File: config.mk
export PLATFORM = sky130hd
export DESIGN_NAME = icwr_ctrl
export DESIGN_NICKNAME = d
export VERILOG_FILES = /design/src/icwr_pkg.sv /design/src/icwr_ctrl.sv
export SDC_FILE = /design/constraint.sdc
export NUM_CORES = 1
export LEC_CHECK = 0
export BUFFER_PORTS_ARGS = -buffer_cell sky130_fd_sc_hd__clkbuf_2
export CAP_MARGIN = 40
export CORE_AREA = 8 8 45 47
export DETAILED_ROUTE_END_ITERATION = 16
export DIE_AREA = 0 0 53 55
export PLACE_DENSITY_LB_ADDON = 0.15
export SYNTH_ARGS = -nofsm -noshare
export SYNTH_HDL_FRONTEND = slang
export SYNTH_SLANG_ARGS = --single-unit
File: constraint.sdc
create_clock -name clk_i -period 1.7 [get_ports clk_i]
set_clock_uncertainty 0.2 [all_clocks]
set_input_delay 0.34 -clock clk_i [delete_from_list [all_inputs] [get_ports clk_i]]
set_output_delay 0.34 -clock clk_i [all_outputs]
set_load 0.05 [all_outputs]
File: src/icwr_pkg.sv
package icwr_pkg;

  localparam int DATA_FRAC_BITS   = 24;
  localparam int WEIGHT_FRAC_BITS = 30;

  localparam int DATA_W  = 32;
  localparam int ACC_W   = 64;
  localparam int MIN_FRAC = (DATA_FRAC_BITS < WEIGHT_FRAC_BITS) ? DATA_FRAC_BITS
                                                                : WEIGHT_FRAC_BITS;
  // Widest product after the smallest truncating shift
  localparam int PROD_W  = 2 * DATA_W - MIN_FRAC;
  localparam int SUM_W   = PROD_W + 1;

  localparam int PADDR_W = 3;
  localparam int PDATA_W = 32;

  localparam logic REG_IDX_WEIGHT_LOW  = 1'b0;
  localparam logic REG_IDX_WEIGHT_HIGH = 1'b1;

  localparam logic [DATA_W-1:0] WEIGHT_LOW_RESET  = 32'h4000_0000;
  localparam logic [DATA_W-1:0] WEIGHT_HIGH_RESET = 32'h0000_0000;

  // Multiplier pair operations; also names the combine that follows them
  typedef enum logic [2:0] {
    MOP_NONE,
    MOP_BL_RE,
    MOP_BL_IM,
    MOP_P_RE,
    MOP_P_IM,
    MOP_Q_RE,
    MOP_Q_IM,
    MOP_T
  } icwr_op_e;

  typedef enum logic [3:0] {
    ST_IDLE,
    ST_BL_RE,
    ST_BL_IM,
    ST_P_RE,
    ST_P_IM,
    ST_P_DONE,
    ST_Q_RE,
    ST_Q_IM,
    ST_Q_DONE,
    ST_T,
    ST_ACC
  } icwr_state_e;

  typedef struct packed {
    logic     load_in;
    icwr_op_e mul_op;
    icwr_op_e comb_op;
  } icwr_cmd_t;

  typedef struct packed {
    logic last;
    logic out_free;
  } icwr_sts_t;

endpackage

File: src/icwr_ctrl.sv
module icwr_ctrl (
  input  logic                clk_i,
  input  logic                rst_ni,
  input  logic                in_valid_i,
  output logic                in_stall_o,
  input  icwr_pkg::icwr_sts_t sts_i,
  output icwr_pkg::icwr_cmd_t cmd_o
);
  import icwr_pkg::*;

  icwr_state_e state_q, state_d;

  always_ff @(posedge clk_i or negedge rst_ni) begin
    if (!rst_ni) begin
      state_q <= ST_IDLE;
    end else begin
      state_q <= state_d;
    end
  end

  always_comb begin
    state_d       = state_q;
    cmd_o.load_in = 1'b0;
    cmd_o.mul_op  = MOP_NONE;
    cmd_o.comb_op = MOP_NONE;
    in_stall_o    = 1'b1;
    unique case (state_q)
      ST_IDLE: begin
        in_stall_o    = 1'b0;
        cmd_o.load_in = in_valid_i;
        if (in_valid_i) state_d = ST_BL_RE;
      end
      ST_BL_RE: begin
        cmd_o.mul_op = MOP_BL_RE;
        state_d      = ST_BL_IM;
      end
      ST_BL_IM: begin
        cmd_o.mul_op  = MOP_BL_IM;
        cmd_o.comb_op = MOP_BL_RE;
        state_d       = ST_P_RE;
      end
      ST_P_RE: begin
        cmd_o.mul_op  = MOP_P_RE;
        cmd_o.comb_op = MOP_BL_IM;
        state_d       = ST_P_IM;
      end
      ST_P_IM: begin
        cmd_o.mul_op  = MOP_P_IM;
        cmd_o.comb_op = MOP_P_RE;
        state_d       = ST_P_DONE;
      end
      ST_P_DONE: begin
        cmd_o.comb_op = MOP_P_IM;
        state_d       = ST_Q_RE;
      end
      ST_Q_RE: begin
        cmd_o.mul_op = MOP_Q_RE;
        state_d      = ST_Q_IM;
      end
      ST_Q_IM: begin
        cmd_o.mul_op  = MOP_Q_IM;
        cmd_o.comb_op = MOP_Q_RE;
        state_d       = ST_Q_DONE;
      end
      ST_Q_DONE: begin
        cmd_o.comb_op = MOP_Q_IM;
        state_d       = ST_T;
      end
      ST_T: begin
        cmd_o.mul_op = MOP_T;
        state_d      = ST_ACC;
      end
      ST_ACC: begin
        // Hold a final term until the result register is free
        if (!sts_i.last || sts_i.out_free) begin
          cmd_o.comb_op = MOP_T;
          state_d       = ST_IDLE;
        end
      end
      default: begin
        state_d = ST_IDLE;
      end
    endcase
  end

  a_start_on_request: assert property (@(posedge clk_i) disable iff (!rst_ni)
    (state_q == ST_BL_RE) |-> $past(in_valid_i && !in_stall_o))
    else $error("sequence started without an accepted request");

endmodule

==> results of run 1 <==
==> layer usage <==
metal  vias to the layer above  wire length, um  share of wire [%]
li1                        227                -                  -
met1                       201              442                 37
met2                         8              669                 57
met3                         0               67                5.7
met4                         0                0                  0
met5                         -                0                  0
==> worst max-delay path, cell delays in order, from the launching register on <==
cell and delay, ns:
dfrtp_2 0.43, buf_6 0.13, nor2b_4 0.12, buf_6 0.11, o31ai_4 0.20, buf_12 0.17
==> synthesized netlist by cell type (2+ instances only) <==
master,count
o21ai_0,2
mux2i_1,2
nor2b_1,2
nor2_1,4
o21ai_1,2
nand2_1,4
buf_6,2
o2bb2ai_1,2
dfrtp_1,4
buf_4,2
==> kinds of logic (layout without fill, tap and decap cells) <==
| kind of cell | count (synthesis) | count (layout) | share of synthesized area (%) |
|---|---|---|---|
| AOI/OAI and AO/OA | 12 | 12 | 23.6 |
| xor gates and xnor gates | 3 | 3 | 8.74 |
| DFF | 4 | 4 | 25.9 |
| muxes | 2 | 2 | 5.18 |
| buffers and inverters | 5 | 41 | 10.7 |
| and+or+nand+nor | 18 | 18 | 25.9 |
==> per-stage QoR <==
stage / utilization, % / hold WS (ns) / instance area [um^2] / instances
3_3_place_gp: 50.3 / -0.0515 / 696 / 83
3_5_place_dp: 50.3 / -0.0530 / 696 / 83
4_1_cts: 62.3 / 0.234 / 862 / 93
6_report: 64.8 / 0.237 / 897 / 96
5_1_grt: 64.8 / 0.253 / 897 / 96
2_1_floorplan: - / -0.156 / 450 / 44
==> layout make-up <==
type                            count  area (um^2)
Fill cell                         109          487
Clock buffer                        3         22.5
Timing Repair Buffer               37          387
Sequential cell                     4          105
Inverter                            1         3.75
Tap cell                           16         20.0
Multi-Input combinational cell     35          359
==> worst min-delay path by stage <==
stage | startpoint | to | slack [ns]
finish | rst_ni | state_q[3] | 0.24
detailed placement | rst_ni | state_q[3] | -0.05
global route | rst_ni | state_q[3] | 0.25
CTS | rst_ni | state_q[3] | 0.23
floorplan | rst_ni | state_q[0] | -0.16
global placement | rst_ni | state_q[3] | -0.05
==> repair_timing <==
item | 4_1_cts | 5_1_grt
endpoints found under the setup margin | 8 | 8
endpoints found under the hold margin | 4 | 0
buffers inserted | 6 | 3
gates cloned | 0 | 0
resized for setup | 27 | 5
hold buffers | 1 | 0
pin swaps | 3 | 6
==> flow_metrics.tcl, run 1 <==
set metrics [dict create \
    drt-vias-per-instance 4.54 \
    min_path_type "in -> async" \
    grt_use_met1_pct 8.29 \
    synth_ff_type "dfrtp_1" \
    clock_sinks 4 \
    worstSetupPathType "reg -> out" \
    wl_per_cell_um 12.3 \
    fin_nets 87 \
    use_met2_pct 18.2 \
    crit_start "state_q[2]" \
    setup_tns_ns -1.31 \
    grt_max_degree 8 \
    reg2reg_to "state_q[0]" \
    violations "negative setup slack" \
    syn2layout_area_growth_pct 132 \
    rsz0062_at_grt "true" \
    layout_common_cells "buf_4 (15), buf_6 (8), buf_12 (6)" \
    numPortBuffers 12 \
    place_ws_ns -0.0976 \
    start_util_pct 27.9 \
    critPathRequiredTime_ns 1.16 \
    clock_latency_ns 0.23 \
    ys_warn_count 0 \
    setup_violations 7 \
    cp_max_fo 5 \
    slew_violations 0 \
    antenna_found_initial 0 \
    cts_tree "yes" \
    grt_pass1_vias 478 \
    syn_area_um2 387 \
    cts_buffers 3 \
    cts_buffer_depth 2 \
    worst_slew_pin_slew_ns 0.242 \
    grt_pass1_wl_um 1980 \
    vias 436 \
    yosysUniqueCellTypes 28 \
    drc_errors 0 \
    period_share_pct 114 \
    final_common_cell "buf_4" \
    synth_area_leaders "dfrtp_1 (26%), buf_6 (5.8%), mux2i_1 (5.2%)" \
    async_flop_share_pct 100 \
    dp_hpwl_um 811 \
    synth.top_cell.area_share_pct 25.9 \
    synth-seq-area-share_pct 25.9 \
    fin_ws_ns -0.238 \
    fmax_mhz 516 \
    ant_nets 0 \
    grt_use_total_pct 9.00 \
    coreArea_um2 1380 \
    cap_violations 0 \
    fp-row-count 14 \
    status "finished with violations" \
    drt-initial-drc-count 4 \
    drive_gt1_share_pct 78.8 \
    reg_top3 "state_q x4" \
    top_register "state_q" \
    wl_um 1180 \
    largest_reg_flops 4 \
    die_w_um 53 \
    timing.rr.start "state_q[3]" \
    period_needed_ns 1.94 \
    r2r_slack_ns 0.31 \
    die_h_um 55 \
    grt.busiest_layer "met2" \
    grt_use_met3_pct 1.34 \
    crit_path_end_kind "output pin" \
    h-tree-depth 1 \
    start_kind "flip-flop" \
    overflow 0 \
    ios 13 \
    antenna_cells 0 \
    first_pass_iters 4 \
    synth_edf_count 0 \
    endpoint "cmd_o[4]" \
    syn_inst 44 \
    synthesis.nets 49 \
    synth_seq_cells 4 \
    slew_headroom_pct 83.7 \
    gp_congestion 0.829 \
    clk_pin_slew_ns 0.04 \
    crit_arrival_ns 1.40 \
    hold_viol 0 \
    die_area_um2 2920 \
    r2r_cells 4 \
    yosys.area.top_type "dfrtp_1" \
    syn_area_per_cell_um2 8.79 \
    cts_root_buf "clkbuf_4" \
]
Power of run 1 is not shown: default switching activity piles up to over one toggle a cycle in this logic, so the estimate is an artifact.
==> run 2, diff against run 1 <==
==> constraint.sdc (replaced) <==
create_clock -name clk_i -period 1.7 [get_ports clk_i]
set_clock_uncertainty 0.2 [all_clocks]
set_input_delay 0.425 -clock clk_i [delete_from_list [all_inputs] [get_ports clk_i]]
set_output_delay 0.425 -clock clk_i [all_outputs]
set_load 0.05 [all_outputs]
==> run 2 against run 1 <==
Compared with the run above: the run still ends with negative setup slack left; wire length increased by 5.8%; setup slack got worse by 0.10 ns; die area unchanged; worst hold slack improved by 0.090 ns.
==> flow_metrics.tcl, run 2 (synthesized netlist as in run 1, its figures left out) <==
set metrics [dict create \
    slew_headroom_pct 83.7 \
    ant_nets 0 \
    worstSetupPathType "reg -> out" \
    overflow 0 \
    syn2layout_area_growth_pct 136 \
    grt_max_degree 11 \
    layout_common_cells "buf_4 (21), buf_12 (7), clkbuf_2 (4)" \
    vias 461 \
    grt.busiest_layer "met2" \
    path_cells "and2b_2 -> buf_6 -> o21ai_2 -> mux2i_4 -> buf_12" \
    die_h_um 55 \
    grt_use_met1_pct 9.66 \
    gp_congestion 0.774 \
    start_kind "flip-flop" \
    numPortBuffers 12 \
    fp-row-count 14 \
    violations "negative setup slack" \
    die_w_um 53 \
    period_needed_ns 2.04 \
    cts_buffer_depth 2 \
    cap_violations 0 \
    drt-vias-per-instance 4.80 \
    place_ws_ns -0.234 \
    fin_ws_ns -0.342 \
    wl_per_cell_um 13.0 \
    critPathRequiredTime_ns 1.07 \
    die_area_um2 2920 \
    placed_area_um2 769 \
    first_pass_iters 3 \
    period_share_pct 120 \
    fmax_mhz 490 \
    top_register "state_q" \
    setup_violations 8 \
    fin_cells 96 \
    worst_slew_pin_slew_ns 0.245 \
    grt_pass1_wl_um 1860 \
    final_common_cell "buf_4" \
    clock_latency_ns 0.23 \
    crit_start "state_q[2]" \
    drt-initial-drc-count 1 \
    timing.rr.start "state_q[3]" \
    drive_gt1_share_pct 80.0 \
    wl_um 1250 \
    clock_sinks 4 \
    ios 13 \
    crit_arrival_ns 1.42 \
    cts_tree "yes" \
    design_area_um2 911 \
    r2r_slack_ns 0.21 \
    slew_violations 0 \
    clk_pin_slew_ns 0.04 \
    cts_root_buf "clkbuf_4" \
    antenna_found_initial 0 \
    status "finished with violations" \
    largest_reg_flops 4 \
    critPathSlowestCell "dfrtp_2" \
    reg_top3 "state_q x4" \
    crit_path_end_kind "output pin" \
    cp_max_fo 4 \
    setup_tns_ns -2.34 \
    rsz0062_at_grt "true" \
    antenna_cells 0 \
    grt_use_total_pct 8.55 \
    fin_nets 87 \
    place_inst 87 \
    coreArea_um2 1380 \
    min_path_type "in -> async" \
    use_met2_pct 15.2 \
    dp_hpwl_um 905 \
    h-tree-depth 1 \
    hold_viol 0 \
    start_util_pct 27.9 \
    drc_errors 0 \
    cts_buffers 3 \
    fillers 106 \
    grt_use_met3_pct 1.60 \
    grt_pass1_vias 422 \
    worst_path_largest_cell_delay_ns 0.43 \
]
-- run 2: cell types whose count changed in the layout (fill, tap and decap cells not counted), sizes merged --
cell    delta
buf        +1
clkbuf     -1
-- run 2: metal layers --
layer  vias to the layer above  routed length, um  part of all wire [%]
met5                         -                  0                     0
met4                         0                  0                     0
li1                        226                  -                     -
met1                       223                526                    42
met3                         0                 52                   4.2
met2                        12                670                    54
-- run 2: worst paths after layout --
path / cells past startpoint / to
min in group clk_i: 3 / state_q[0]
worst min register to register: 2 / state_q[3]
max in group asynchronous: 2 / state_q[0]
worst max register to register: 5 / state_q[0]
worst max-delay path: 5 / cmd_o[2]
worst min-delay path: 2 / state_q[3]
-- run 2: layout make-up --
type	count	area (um^2)	area share, %
multi-input combinational	35	384	42.2
timing repair buffer	37	377	41.3
sequential	4	104	11.4
clock buffer	3	22.5	2.47
tap	16	20.0	2.20
inverter	1	3.75	0.412
-- run 2: per-stage QoR --
step	utilization, %	hold slack (ns)
6_report	65.8	0.327
5_1_grt	65.8	0.331
4_1_cts	63.7	0.321
3_5_place_dp	55.6	0.0368
3_3_place_gp	55.6	0.0341
2_1_floorplan	-	-0.0706
-- run 2: repair_timing --
item                                    in CTS  in global routing
setup buffers                                5                  1
endpoints found under the setup margin       8                  8
hold buffers                                 1                  0
resized for setup                           15                  6
endpoints found under the hold margin        4                  0
pin swaps                                    6                  2
-- run 2: worst max-delay path: cells and delay by family (launching register included) --
family / cells / cell delay [ns]
buffers and inverters: 2 / 0.27
AOI/OAI and AO/OA: 1 / 0.07
and+or+nand+nor: 1 / 0.25
DFF: 1 / 0.43
muxes: 1 / 0.16
Power of run 2 is left out for the same reason.
